--- config.mk ---
export PLATFORM = sky130hd
export DESIGN_NAME = assembly_line_tokenizer_top_flat
export DESIGN_NICKNAME = d
export VERILOG_FILES = /design/src/rtl/alt_pkg.sv /design/src/rtl/alt_if.sv /design/src/rtl/assembly_line_tokenizer_top.sv /design/src/rtl/alt_core.sv /design/src/rtl/alt_rqueue.sv /design/src/flat_wrapper.sv
export SDC_FILE = /design/constraint.sdc
export NUM_CORES = 1
export LEC_CHECK = 0
export ABC_AREA = 1
export BUFFER_PORTS_ARGS = -buffer_cell sky130_fd_sc_hd__buf_4
export CORE_MARGIN = 2
export CORE_UTILIZATION = 55
export DETAILED_ROUTE_END_ITERATION = 10
export MAX_ROUTING_LAYER = met4
export PLACE_DENSITY = 0.75
export REMOVE_ABC_BUFFERS = 1
export SLEW_MARGIN = 30
export SYNTH_ARGS = -nofsm -noshare
export SYNTH_HDL_FRONTEND = slang
export SYNTH_HIERARCHICAL = 1
export SYNTH_SLANG_ARGS = --single-unit
export TNS_END_PERCENT = 20
--- constraint.sdc ---
create_clock -name clk -period 8.3 [get_ports clk]
set_input_delay 1.66 -clock clk [delete_from_list [all_inputs] [get_ports clk]]
set_output_delay 1.66 -clock clk [all_outputs]
set_load 0.02 [all_outputs]
--- src/rtl/alt_pkg.sv ---
package alt_pkg;

  localparam int LINE_BITS_DEFAULT   = 16;
  localparam int COLUMN_BITS_DEFAULT = 12;
  localparam int RQ_DEPTH_DEFAULT    = 4;

  localparam logic [7:0] COMMENT_RESET = 8'd59;
  localparam logic [7:0] QUOTE_BYTE    = 8'd34;
  localparam logic [7:0] COMMA_BYTE    = 8'd44;
  localparam logic [7:0] NEWLINE_BYTE  = 8'd10;
  localparam logic [7:0] TAB_BYTE      = 8'd9;
  localparam logic [7:0] CR_BYTE       = 8'd13;
  localparam logic [7:0] SPACE_BYTE    = 8'd32;

  typedef enum logic [1:0] {
    KIND_TOKEN_BYTE  = 2'd0,
    KIND_TOKEN_END   = 2'd1,
    KIND_LINE_RECORD = 2'd2,
    KIND_ERROR       = 2'd3
  } kind_t;

  typedef enum logic {
    ERR_EMPTY_LITERAL = 1'b0,
    ERR_UNTERMINATED  = 1'b1
  } err_t;

  function automatic logic is_space(input logic [7:0] b);
    return (b == SPACE_BYTE) || ((b >= TAB_BYTE) && (b <= CR_BYTE));
  endfunction

endpackage

--- src/rtl/alt_if.sv ---
interface alt_in_if;
  logic       valid;
  logic       ready;
  logic [7:0] text_byte;
  logic       end_of_text;

  modport source (output valid, output text_byte, output end_of_text, input ready);
  modport sink   (input valid, input text_byte, input end_of_text, output ready);
endinterface

interface alt_out_if #(
  parameter int LINE_BITS   = alt_pkg::LINE_BITS_DEFAULT,
  parameter int COLUMN_BITS = alt_pkg::COLUMN_BITS_DEFAULT
);
  logic                   valid;
  logic                   ready;
  alt_pkg::kind_t         kind;
  logic [7:0]             token_byte;
  logic [LINE_BITS-1:0]   line_num;
  logic [COLUMN_BITS-1:0] lead_col;
  alt_pkg::err_t          error_code;
  logic                   last_of_run;

  modport source (output valid, output kind, output token_byte, output line_num,
                  output lead_col, output error_code, output last_of_run,
                  input ready);
  modport sink   (input valid, input kind, input token_byte, input line_num,
                  input lead_col, input error_code, input last_of_run,
                  output ready);
endinterface

--- src/rtl/assembly_line_tokenizer_top.sv ---
// Streaming tokenizer for assembly source text.
// in_ch carries one source byte per transaction (text_byte) plus end_of_text,
// which closes any open line and returns the tokenizer to its reset state.
// out_ch carries one result per transaction: token byte, token end, line
// record (line number and leading-whitespace column) or error. A source byte
// gives zero, one or two results; last_of_run marks the final one.
// cfg_we/cfg_data write the comment character; write only while idle.
// Results of a byte go into the result queue when the byte is accepted and are
// offered on out_ch behind any earlier results. Throughput: one byte per cycle
// while each byte gives at most one result and out_ch is ready; the output port
// moves one result per cycle, so a byte with two results sends them in turn.
// A four-entry result queue sits between the tokenizer state and out_ch; when
// out_ch stalls, the queue fills and in_ch.ready drops once fewer than two
// entries are free, so no result is ever lost.
// Reset (rst_n low at a clock edge) empties the queue, clears all line and
// quote state, restarts line numbering and sets the comment character to ';'.
// After an error the block swallows bytes until end_of_text or reset.
module assembly_line_tokenizer_top #(
  parameter int LINE_BITS   = alt_pkg::LINE_BITS_DEFAULT,
  parameter int COLUMN_BITS = alt_pkg::COLUMN_BITS_DEFAULT,
  parameter int RQ_DEPTH    = alt_pkg::RQ_DEPTH_DEFAULT
) (
  input  logic       clk,
  input  logic       rst_n,
  alt_in_if.sink     in_ch,
  alt_out_if.source  out_ch,
  input  logic       cfg_we,
  input  logic [7:0] cfg_data
);

  typedef struct packed {
    alt_pkg::kind_t         kind;
    logic [7:0]             token_byte;
    logic [LINE_BITS-1:0]   line_num;
    logic [COLUMN_BITS-1:0] lead_col;
    alt_pkg::err_t          error_code;
    logic                   last_of_run;
  } res_t;

  localparam int RES_W = $bits(res_t);

  logic [7:0]            cmt_byte_r;
  logic                  accept;
  logic [1:0]            push_n;
  logic [1:0][RES_W-1:0] push_data;
  logic                  space_ok;
  logic [RES_W-1:0]      head_data;
  res_t                  head;

  always_ff @(posedge clk) begin
    if (!rst_n) begin
      cmt_byte_r <= alt_pkg::COMMENT_RESET;
    end else if (cfg_we) begin
      cmt_byte_r <= cfg_data;
    end
  end

  assign in_ch.ready = space_ok;
  assign accept      = in_ch.valid && space_ok;

  alt_core #(
    .LINE_BITS   (LINE_BITS),
    .COLUMN_BITS (COLUMN_BITS)
  ) u_core (
    .clk          (clk),
    .rst_n        (rst_n),
    .accept       (accept),
    .text_byte    (in_ch.text_byte),
    .end_of_text  (in_ch.end_of_text),
    .cmt_byte     (cmt_byte_r),
    .push_n       (push_n),
    .push_data    (push_data)
  );

  alt_rqueue #(
    .WIDTH (RES_W),
    .DEPTH (RQ_DEPTH)
  ) u_rqueue (
    .clk        (clk),
    .rst_n      (rst_n),
    .push_n     (push_n),
    .push_data  (push_data),
    .space_ok   (space_ok),
    .head_valid (out_ch.valid),
    .pop        (out_ch.ready),
    .head_data  (head_data)
  );

  assign head               = head_data;
  assign out_ch.kind        = head.kind;
  assign out_ch.token_byte  = head.token_byte;
  assign out_ch.line_num    = head.line_num;
  assign out_ch.lead_col    = head.lead_col;
  assign out_ch.error_code  = head.error_code;
  assign out_ch.last_of_run = head.last_of_run;

endmodule

--- src/rtl/alt_core.sv ---
module alt_core #(
  parameter int LINE_BITS   = alt_pkg::LINE_BITS_DEFAULT,
  parameter int COLUMN_BITS = alt_pkg::COLUMN_BITS_DEFAULT,
  localparam int RES_W      = 2 + 8 + LINE_BITS + COLUMN_BITS + 2
) (
  input  logic                  clk,
  input  logic                  rst_n,
  input  logic                  accept,
  input  logic [7:0]            text_byte,
  input  logic                  end_of_text,
  input  logic [7:0]            cmt_byte,
  output logic [1:0]            push_n,
  output logic [1:0][RES_W-1:0] push_data
);

  typedef struct packed {
    alt_pkg::kind_t         kind;
    logic [7:0]             token_byte;
    logic [LINE_BITS-1:0]   line_num;
    logic [COLUMN_BITS-1:0] lead_col;
    alt_pkg::err_t          error_code;
    logic                   last_of_run;
  } res_t;

  localparam logic [LINE_BITS-1:0]   LINE_MAX = '1;
  localparam logic [COLUMN_BITS-1:0] COL_MAX  = '1;

  logic                   inside_quotes_r, inside_quotes_nxt;
  logic                   token_open_r, token_open_nxt;
  logic                   skipping_r, skipping_nxt;
  logic                   in_lead_r, in_lead_nxt;
  logic [COLUMN_BITS-1:0] lead_count_r, lead_count_nxt;
  logic [LINE_BITS-1:0]   line_count_r, line_count_nxt;
  logic                   halted_r, halted_nxt;

  logic [LINE_BITS-1:0] cur_line;
  logic                 sp;
  res_t                 base, r0, r1, q;
  logic                 q_valid;
  logic [1:0]           n;

  assign cur_line = (line_count_r == LINE_MAX) ? LINE_MAX : line_count_r + 1'b1;
  assign sp       = alt_pkg::is_space(text_byte);

  always_comb begin
    inside_quotes_nxt = inside_quotes_r;
    token_open_nxt    = token_open_r;
    skipping_nxt      = skipping_r;
    in_lead_nxt       = in_lead_r;
    lead_count_nxt    = lead_count_r;
    line_count_nxt    = line_count_r;
    halted_nxt        = halted_r;
    base              = '0;
    base.line_num     = cur_line;
    r0                = base;
    r1                = base;
    q                 = base;
    q_valid           = 1'b0;
    n                 = 2'd0;

    if (end_of_text || (!halted_r && text_byte == alt_pkg::NEWLINE_BYTE)) begin
      // close the line: an open literal is an error, an open token ends
      if (!halted_r) begin
        if (inside_quotes_r) begin
          r0.kind       = alt_pkg::KIND_ERROR;
          r0.error_code = alt_pkg::ERR_UNTERMINATED;
          n             = 2'd1;
        end else if (token_open_r) begin
          r0.kind = alt_pkg::KIND_TOKEN_END;
          n       = 2'd1;
        end
      end
      inside_quotes_nxt = 1'b0;
      token_open_nxt    = 1'b0;
      skipping_nxt      = 1'b0;
      in_lead_nxt       = 1'b1;
      lead_count_nxt    = '0;
      if (end_of_text) begin
        line_count_nxt = '0;
        halted_nxt     = 1'b0;
      end else begin
        if (line_count_r != LINE_MAX) line_count_nxt = line_count_r + 1'b1;
        halted_nxt = inside_quotes_r;
      end
    end else if (halted_r || skipping_r) begin
      n = 2'd0;
    end else if (text_byte == cmt_byte) begin
      skipping_nxt = 1'b1;
    end else if (in_lead_r && sp) begin
      if (lead_count_r != COL_MAX) lead_count_nxt = lead_count_r + 1'b1;
    end else begin
      if (inside_quotes_r) begin
        if (text_byte == alt_pkg::QUOTE_BYTE) begin
          q_valid = 1'b1;
          if (!token_open_r) begin
            q.kind       = alt_pkg::KIND_ERROR;
            q.error_code = alt_pkg::ERR_EMPTY_LITERAL;
            halted_nxt   = 1'b1;
          end else begin
            q.kind            = alt_pkg::KIND_TOKEN_END;
            token_open_nxt    = 1'b0;
            inside_quotes_nxt = 1'b0;
          end
        end else begin
          q.kind         = alt_pkg::KIND_TOKEN_BYTE;
          q.token_byte   = text_byte;
          q_valid        = 1'b1;
          token_open_nxt = 1'b1;
        end
      end else if (text_byte == alt_pkg::QUOTE_BYTE || sp ||
                   text_byte == alt_pkg::COMMA_BYTE) begin
        if (token_open_r) begin
          q.kind         = alt_pkg::KIND_TOKEN_END;
          q_valid        = 1'b1;
          token_open_nxt = 1'b0;
        end
        if (text_byte == alt_pkg::QUOTE_BYTE) inside_quotes_nxt = 1'b1;
      end else begin
        q.kind         = alt_pkg::KIND_TOKEN_BYTE;
        q.token_byte   = text_byte;
        q_valid        = 1'b1;
        token_open_nxt = 1'b1;
      end

      // first content byte of the line: line record goes ahead of its tokens
      if (in_lead_r) begin
        in_lead_nxt = 1'b0;
        r0.kind     = alt_pkg::KIND_LINE_RECORD;
        r0.lead_col = lead_count_r;
        r1          = q;
        n           = q_valid ? 2'd2 : 2'd1;
      end else begin
        r0 = q;
        n  = q_valid ? 2'd1 : 2'd0;
      end
    end

    if (n == 2'd1) r0.last_of_run = 1'b1;
    if (n == 2'd2) r1.last_of_run = 1'b1;
  end

  assign push_n       = accept ? n : 2'd0;
  assign push_data[0] = r0;
  assign push_data[1] = r1;

  always_ff @(posedge clk) begin
    if (!rst_n) begin
      inside_quotes_r <= 1'b0;
      token_open_r    <= 1'b0;
      skipping_r      <= 1'b0;
      in_lead_r       <= 1'b1;
      lead_count_r    <= '0;
      line_count_r    <= '0;
      halted_r        <= 1'b0;
    end else if (accept) begin
      inside_quotes_r <= inside_quotes_nxt;
      token_open_r    <= token_open_nxt;
      skipping_r      <= skipping_nxt;
      in_lead_r       <= in_lead_nxt;
      lead_count_r    <= lead_count_nxt;
      line_count_r    <= line_count_nxt;
      halted_r        <= halted_nxt;
    end
  end

  a_lead_clean: assert property (@(posedge clk) disable iff (!rst_n)
    in_lead_r |-> (!inside_quotes_r && !token_open_r))
    else $error("token or literal open during leading whitespace");

  a_halt_silent: assert property (@(posedge clk) disable iff (!rst_n)
    (accept && halted_r && !end_of_text) |-> (push_n == 2'd0))
    else $error("results produced while halted");

  a_push_max: assert property (@(posedge clk) disable iff (!rst_n)
    push_n != 2'd3)
    else $error("more than two results for one transaction");

endmodule

--- src/rtl/alt_rqueue.sv ---
module alt_rqueue #(
  parameter int WIDTH = 32,
  parameter int DEPTH = alt_pkg::RQ_DEPTH_DEFAULT,
  localparam int PTR_W = $clog2(DEPTH),
  localparam int CNT_W = $clog2(DEPTH + 1)
) (
  input  logic                  clk,
  input  logic                  rst_n,
  input  logic [1:0]            push_n,
  input  logic [1:0][WIDTH-1:0] push_data,
  output logic                  space_ok,
  output logic                  head_valid,
  input  logic                  pop,
  output logic [WIDTH-1:0]      head_data
);

  localparam logic [PTR_W-1:0] PTR_LAST = PTR_W'(DEPTH - 1);
  localparam logic [CNT_W-1:0] CNT_ROOM = CNT_W'(DEPTH - 2);

  logic [WIDTH-1:0] mem_r [DEPTH];
  logic [PTR_W-1:0] wr_ptr_r, wr_ptr_nxt, wr_ptr_1;
  logic [PTR_W-1:0] rd_ptr_r, rd_ptr_nxt;
  logic [CNT_W-1:0] count_r, count_nxt;
  logic             do_pop;

  function automatic logic [PTR_W-1:0] ptr_inc(input logic [PTR_W-1:0] p);
    return (p == PTR_LAST) ? '0 : p + 1'b1;
  endfunction

  assign do_pop     = pop && head_valid;
  assign head_valid = (count_r != '0);
  assign head_data  = mem_r[rd_ptr_r];
  assign space_ok   = (count_r <= CNT_ROOM);
  assign wr_ptr_1   = ptr_inc(wr_ptr_r);

  always_comb begin
    wr_ptr_nxt = wr_ptr_r;
    case (push_n)
      2'd1:    wr_ptr_nxt = wr_ptr_1;
      2'd2:    wr_ptr_nxt = ptr_inc(wr_ptr_1);
      default: wr_ptr_nxt = wr_ptr_r;
    endcase
    rd_ptr_nxt = do_pop ? ptr_inc(rd_ptr_r) : rd_ptr_r;
    count_nxt  = count_r + CNT_W'(push_n) - CNT_W'(do_pop);
  end

  always_ff @(posedge clk) begin
    if (push_n != 2'd0) mem_r[wr_ptr_r] <= push_data[0];
    if (push_n == 2'd2) mem_r[wr_ptr_1] <= push_data[1];
  end

  always_ff @(posedge clk) begin
    if (!rst_n) begin
      wr_ptr_r <= '0;
      rd_ptr_r <= '0;
      count_r  <= '0;
    end else begin
      wr_ptr_r <= wr_ptr_nxt;
      rd_ptr_r <= rd_ptr_nxt;
      count_r  <= count_nxt;
    end
  end

  a_count_bound: assert property (@(posedge clk) disable iff (!rst_n)
    count_r <= CNT_W'(DEPTH))
    else $error("result queue count beyond depth");

  a_no_overflow: assert property (@(posedge clk) disable iff (!rst_n)
    (push_n != 2'd0) |-> space_ok)
    else $error("push into result queue without room");

  a_pop_drains: assert property (@(posedge clk) disable iff (!rst_n)
    (do_pop && push_n == 2'd0) |=> (count_r == $past(count_r) - 1'b1))
    else $error("result queue count did not drop after pop");

endmodule
--- src/flat_wrapper.sv ---
// flat-port wrapper written by rule: the top's interface ports become plain ports
module assembly_line_tokenizer_top_flat 
#(
  parameter int LINE_BITS   = alt_pkg::LINE_BITS_DEFAULT,
  parameter int COLUMN_BITS = alt_pkg::COLUMN_BITS_DEFAULT,
  parameter int RQ_DEPTH    = alt_pkg::RQ_DEPTH_DEFAULT
)
  (clk, rst_n, cfg_we, cfg_data, in_ch_valid, in_ch_text_byte, in_ch_end_of_text, in_ch_ready, out_ch_valid, out_ch_kind, out_ch_token_byte, out_ch_line_num, out_ch_lead_col, out_ch_error_code, out_ch_last_of_run, out_ch_ready);
  alt_in_if in_ch_i ();
  alt_out_if #(.LINE_BITS(LINE_BITS), .COLUMN_BITS(COLUMN_BITS)) out_ch_i ();
  input  logic clk;
  input  logic rst_n;
  input  logic cfg_we;
  input  logic [7:0] cfg_data;
  input wire logic [$bits(in_ch_i.valid)-1:0] in_ch_valid;
  input wire logic [$bits(in_ch_i.text_byte)-1:0] in_ch_text_byte;
  input wire logic [$bits(in_ch_i.end_of_text)-1:0] in_ch_end_of_text;
  output wire logic [$bits(in_ch_i.ready)-1:0] in_ch_ready;
  output wire logic [$bits(out_ch_i.valid)-1:0] out_ch_valid;
  output wire logic [$bits(out_ch_i.kind)-1:0] out_ch_kind;
  output wire logic [$bits(out_ch_i.token_byte)-1:0] out_ch_token_byte;
  output wire logic [$bits(out_ch_i.line_num)-1:0] out_ch_line_num;
  output wire logic [$bits(out_ch_i.lead_col)-1:0] out_ch_lead_col;
  output wire logic [$bits(out_ch_i.error_code)-1:0] out_ch_error_code;
  output wire logic [$bits(out_ch_i.last_of_run)-1:0] out_ch_last_of_run;
  input wire logic [$bits(out_ch_i.ready)-1:0] out_ch_ready;
  assign in_ch_i.valid = in_ch_valid;
  assign in_ch_i.text_byte = in_ch_text_byte;
  assign in_ch_i.end_of_text = in_ch_end_of_text;
  assign in_ch_ready = in_ch_i.ready;
  assign out_ch_valid = out_ch_i.valid;
  assign out_ch_kind = out_ch_i.kind;
  assign out_ch_token_byte = out_ch_i.token_byte;
  assign out_ch_line_num = out_ch_i.line_num;
  assign out_ch_lead_col = out_ch_i.lead_col;
  assign out_ch_error_code = out_ch_i.error_code;
  assign out_ch_last_of_run = out_ch_i.last_of_run;
  assign out_ch_i.ready = out_ch_ready;
  assembly_line_tokenizer_top #(.LINE_BITS(LINE_BITS), .COLUMN_BITS(COLUMN_BITS), .RQ_DEPTH(RQ_DEPTH)) u_core (.clk(clk), .rst_n(rst_n), .in_ch(in_ch_i), .out_ch(out_ch_i), .cfg_we(cfg_we), .cfg_data(cfg_data));
endmodule
==> qor.yml <==
run_status: "complete, no violations"
cts_root_buffer: "clkbuf_16"
placedCellCount: 1661
dr.pass1.iters: 5
worstPathMaxFanout: 81
die_h_um: 152.8
synth_cell_type_count: 44
grt_pass1_wl_mm: 44.17
wl_per_cell_um: 15.91
power_mw: 3.547
synth_top_area_share: 0.3946
multi_input_area_um2: 5132
reg2reg_slack_ns: 3.94
async_reset_ff_frac: 0
synth-seq-area-share: 0.4768
ir_worst_vdd_mv: 0.1560
drc_errors: 0
power_density_nw_per_um2: 272.6
startpoint: "in_ch_text_byte[7]"
wl_mm: 27.04
power.internal_mw: 2.298
clkSlewWorstSetupHoldPaths_ns: 0.06
synth-edff-count: 160
reg2reg_depth: 12
ant_nets: 0
period_needed_ns: 5.473
seq_power_share: 0.375
cts-buffers-inserted: 22
core-area_um2: 21760
ys_warn_count: 6
rsz0062_at_grt: "false"
cts-hold-fix-buffers: 0
ys_seq_elements: 210
antenna_found_initial: 0
cap_viol_max_count: 0
endpoint_kind: "flip-flop"
worst_slew_pin_slew_ns: 0.9828
hold_path.class: "flip-flop to flip-flop"
cts_tree: "done"
hold_viol: 0
cts_resized: 0
drt_iter0_drc: 825
fin_worst_skew_ns: 0.01337
clkPwrFrac: 0.289
synth_area_leaders: "edfxtp_1 39%, nand2_1 10%, dfxtp_1 8.2%, o21ai_2 7.1%, nor2_1 5.7%"
die_area_um2: 23340
syn_avg_cell_area_um2: 8.684
clock_sinks: 210
required_ns: 8.45
vias: 9285
die_x_um: 152.8
seq_area_um2: 5807
hp-start: "u_core/u_core/skipping_r"
rows: 54
initial_core_util: 0.5596
rr_endpoint: "u_core/u_rqueue/mem_r[1][9]"
gr-usage-all-layers: 0.2355
reg2reg_from: "u_core/u_core/halted_r"
fmax_mhz: 182.7
gp_congestion: 0.8907
ios: 64
clk_latency_ns: 0.51
synth_largest_area_cell: "edfxtp_1"
p_sw_frac: 0.3520
finalNonFillerCells: 1700
netlist_area_um2: 12180
drive_gt1_frac: 0.1718
relSlewSlack: 0.3430
p_leak_nw: 4.799
io_buffer_count: 63
synthCells: 1402
setup_tns_ns: 0
grt_pass1_vias: 8807
clock_path_buffers: 3
area_delta_synth_final_pct: 6.864
start_kind: "primary input"
period_share: 0.6594
final_cell_mix: "332 x nand2_1, 184 x nor2_1, 160 x edfxtp_1"
grt_max_degree: 82
final_common_cell: "nand2_1"
slew_violations: 0
routed_via_density: 5.462
power_frac_comb: 0.335
path_class: "primary input to flip-flop"
setup_viol: 0
worstSetupEndpoint: "u_core/u_rqueue/mem_r[1][9]"
dp_hpwl_mm: 16.75
nets: 1444
antenna_cells: 0
htreeDepth: 1
postCtsSetupRepairBufs: 0
grt_overflow: 0
nFillCells: 1875
synthFlopType: "edfxtp_1"
switching_power_mw: 1.249
crit_arrival_ns: 5.62
## logic make-up (layout without fill, tap and decap cells)
group,after synthesis,in the layout,synth area share
fa+ha+maj,17,17,0.01809
buf+inv,221,227,0.1090
other cells,1,13,0.0003080
simple gates,604,604,0.2072
flops,210,210,0.4768
xor+xnor,22,22,0.01583
compound gates,327,327,0.1727
## cell usage after synthesis (2+ instances only)
cell	count
a21oi_1	23
a21oi_2	6
buf_2	16
buf_4	35
buf_6	44
clkbuf_1	6
dfxtp_1	50
edfxtp_1	160
ha_1	16
inv_1	113
inv_2	4
nand2_1	332
nand2_2	4
nand2_4	2
nand2_8	4
nand3_1	44
nand3b_1	2
nand4_1	3
nor2_1	184
nor2_2	2
nor3_1	9
o21a_1	4
o21ai_0	81
o21ai_1	69
o21ai_2	99
o21bai_1	2
o22ai_1	40
or2_2	12
xnor2_1	7
xor2_1	15
## worst min-delay path by stage
stage / to / slack [ns] / cells past startpoint
global route: u_core/u_core/skipping_r / 0.50 / 2
floorplan: u_core/u_core/skipping_r / 0.44 / 2
finish: u_core/u_core/skipping_r / 0.46 / 2
detailed placement: u_core/u_core/skipping_r / 0.45 / 2
CTS: u_core/u_core/skipping_r / 0.46 / 2
global placement: u_core/u_core/skipping_r / 0.45 / 2
## power groups by stage
stage                     combinational, mW  clock, mW  sequential, mW
after floorplan                       0.699          0            1.39
after global placement                 1.17          0            1.35
after detailed placement               1.19          0            1.35
after CTS                              1.19       1.04            1.33
after global routing                   1.30       1.08            1.34
final                                  1.19       1.03            1.33
## stage by stage
| step | setup slack, ns | utilization | instance area (um2) | hold WS (ns) |
|---|---|---|---|---|
| after floorplan | 1.704 | - | 11340 | 0.4389 |
| after global placement | 2.438 | 0.5635 | 12260 | 0.4498 |
| after CTS | 2.861 | 0.5981 | 13010 | 0.4622 |
| after global routing | 2.448 | 0.5981 | 13010 | 0.5023 |
| final | 2.827 | 0.5981 | 13010 | 0.4603 |
| after detailed placement | 2.364 | 0.5635 | 12260 | 0.4536 |
## flip-flops by register name, summed over array words and instances, names as in the netlist, named ones only
name,count
u_core/u_core/line_count_r,16
u_core/cmt_byte_r,8
u_core/u_core/skipping_r,1
u_core/u_core/halted_r,1
u_core/u_rqueue/rd_ptr_r,2
u_core/u_rqueue/mem_r,160
u_core/u_core/inside_quotes_r,1
u_core/u_core/lead_count_r,12
u_core/u_core/token_open_r,1
u_core/u_rqueue/count_r,3
u_core/u_rqueue/wr_ptr_r,2
u_core/u_core/in_lead_r,1
## per-layer routing
metal  GRT usage  wire, um
met3     0.02730      1863
met2      0.3669     12500
met1      0.3296     12180
met5           -         0
met4     0.06526       494
## layout make-up
cell class / count / share of cell area
clock buffer: 26 / 0.04510
clock inverter: 13 / 0.01269
inverter: 119 / 0.03471
multi-input combinational: 983 / 0.3945
sequential: 210 / 0.4463
tap: 280 / 0.02693
timing repair buffer: 69 / 0.03981
## worst max-delay path: stages
cell      delay [ns]
buf_4           0.12
nor2_1          0.17
inv_1           0.06
nor2_1          0.24
nand2_1         0.11
nand2_2         0.11
nor2_1          0.05
nor2_1          0.15
nand2_1         0.08
ha_1            0.29
a21boi_0        0.25
nor2_1          0.10
inv_1           0.09
ha_1            0.68
nand2_8         0.54
o21ai_4         0.38
buf_4           0.49
(Power assumes the default switching activity.)
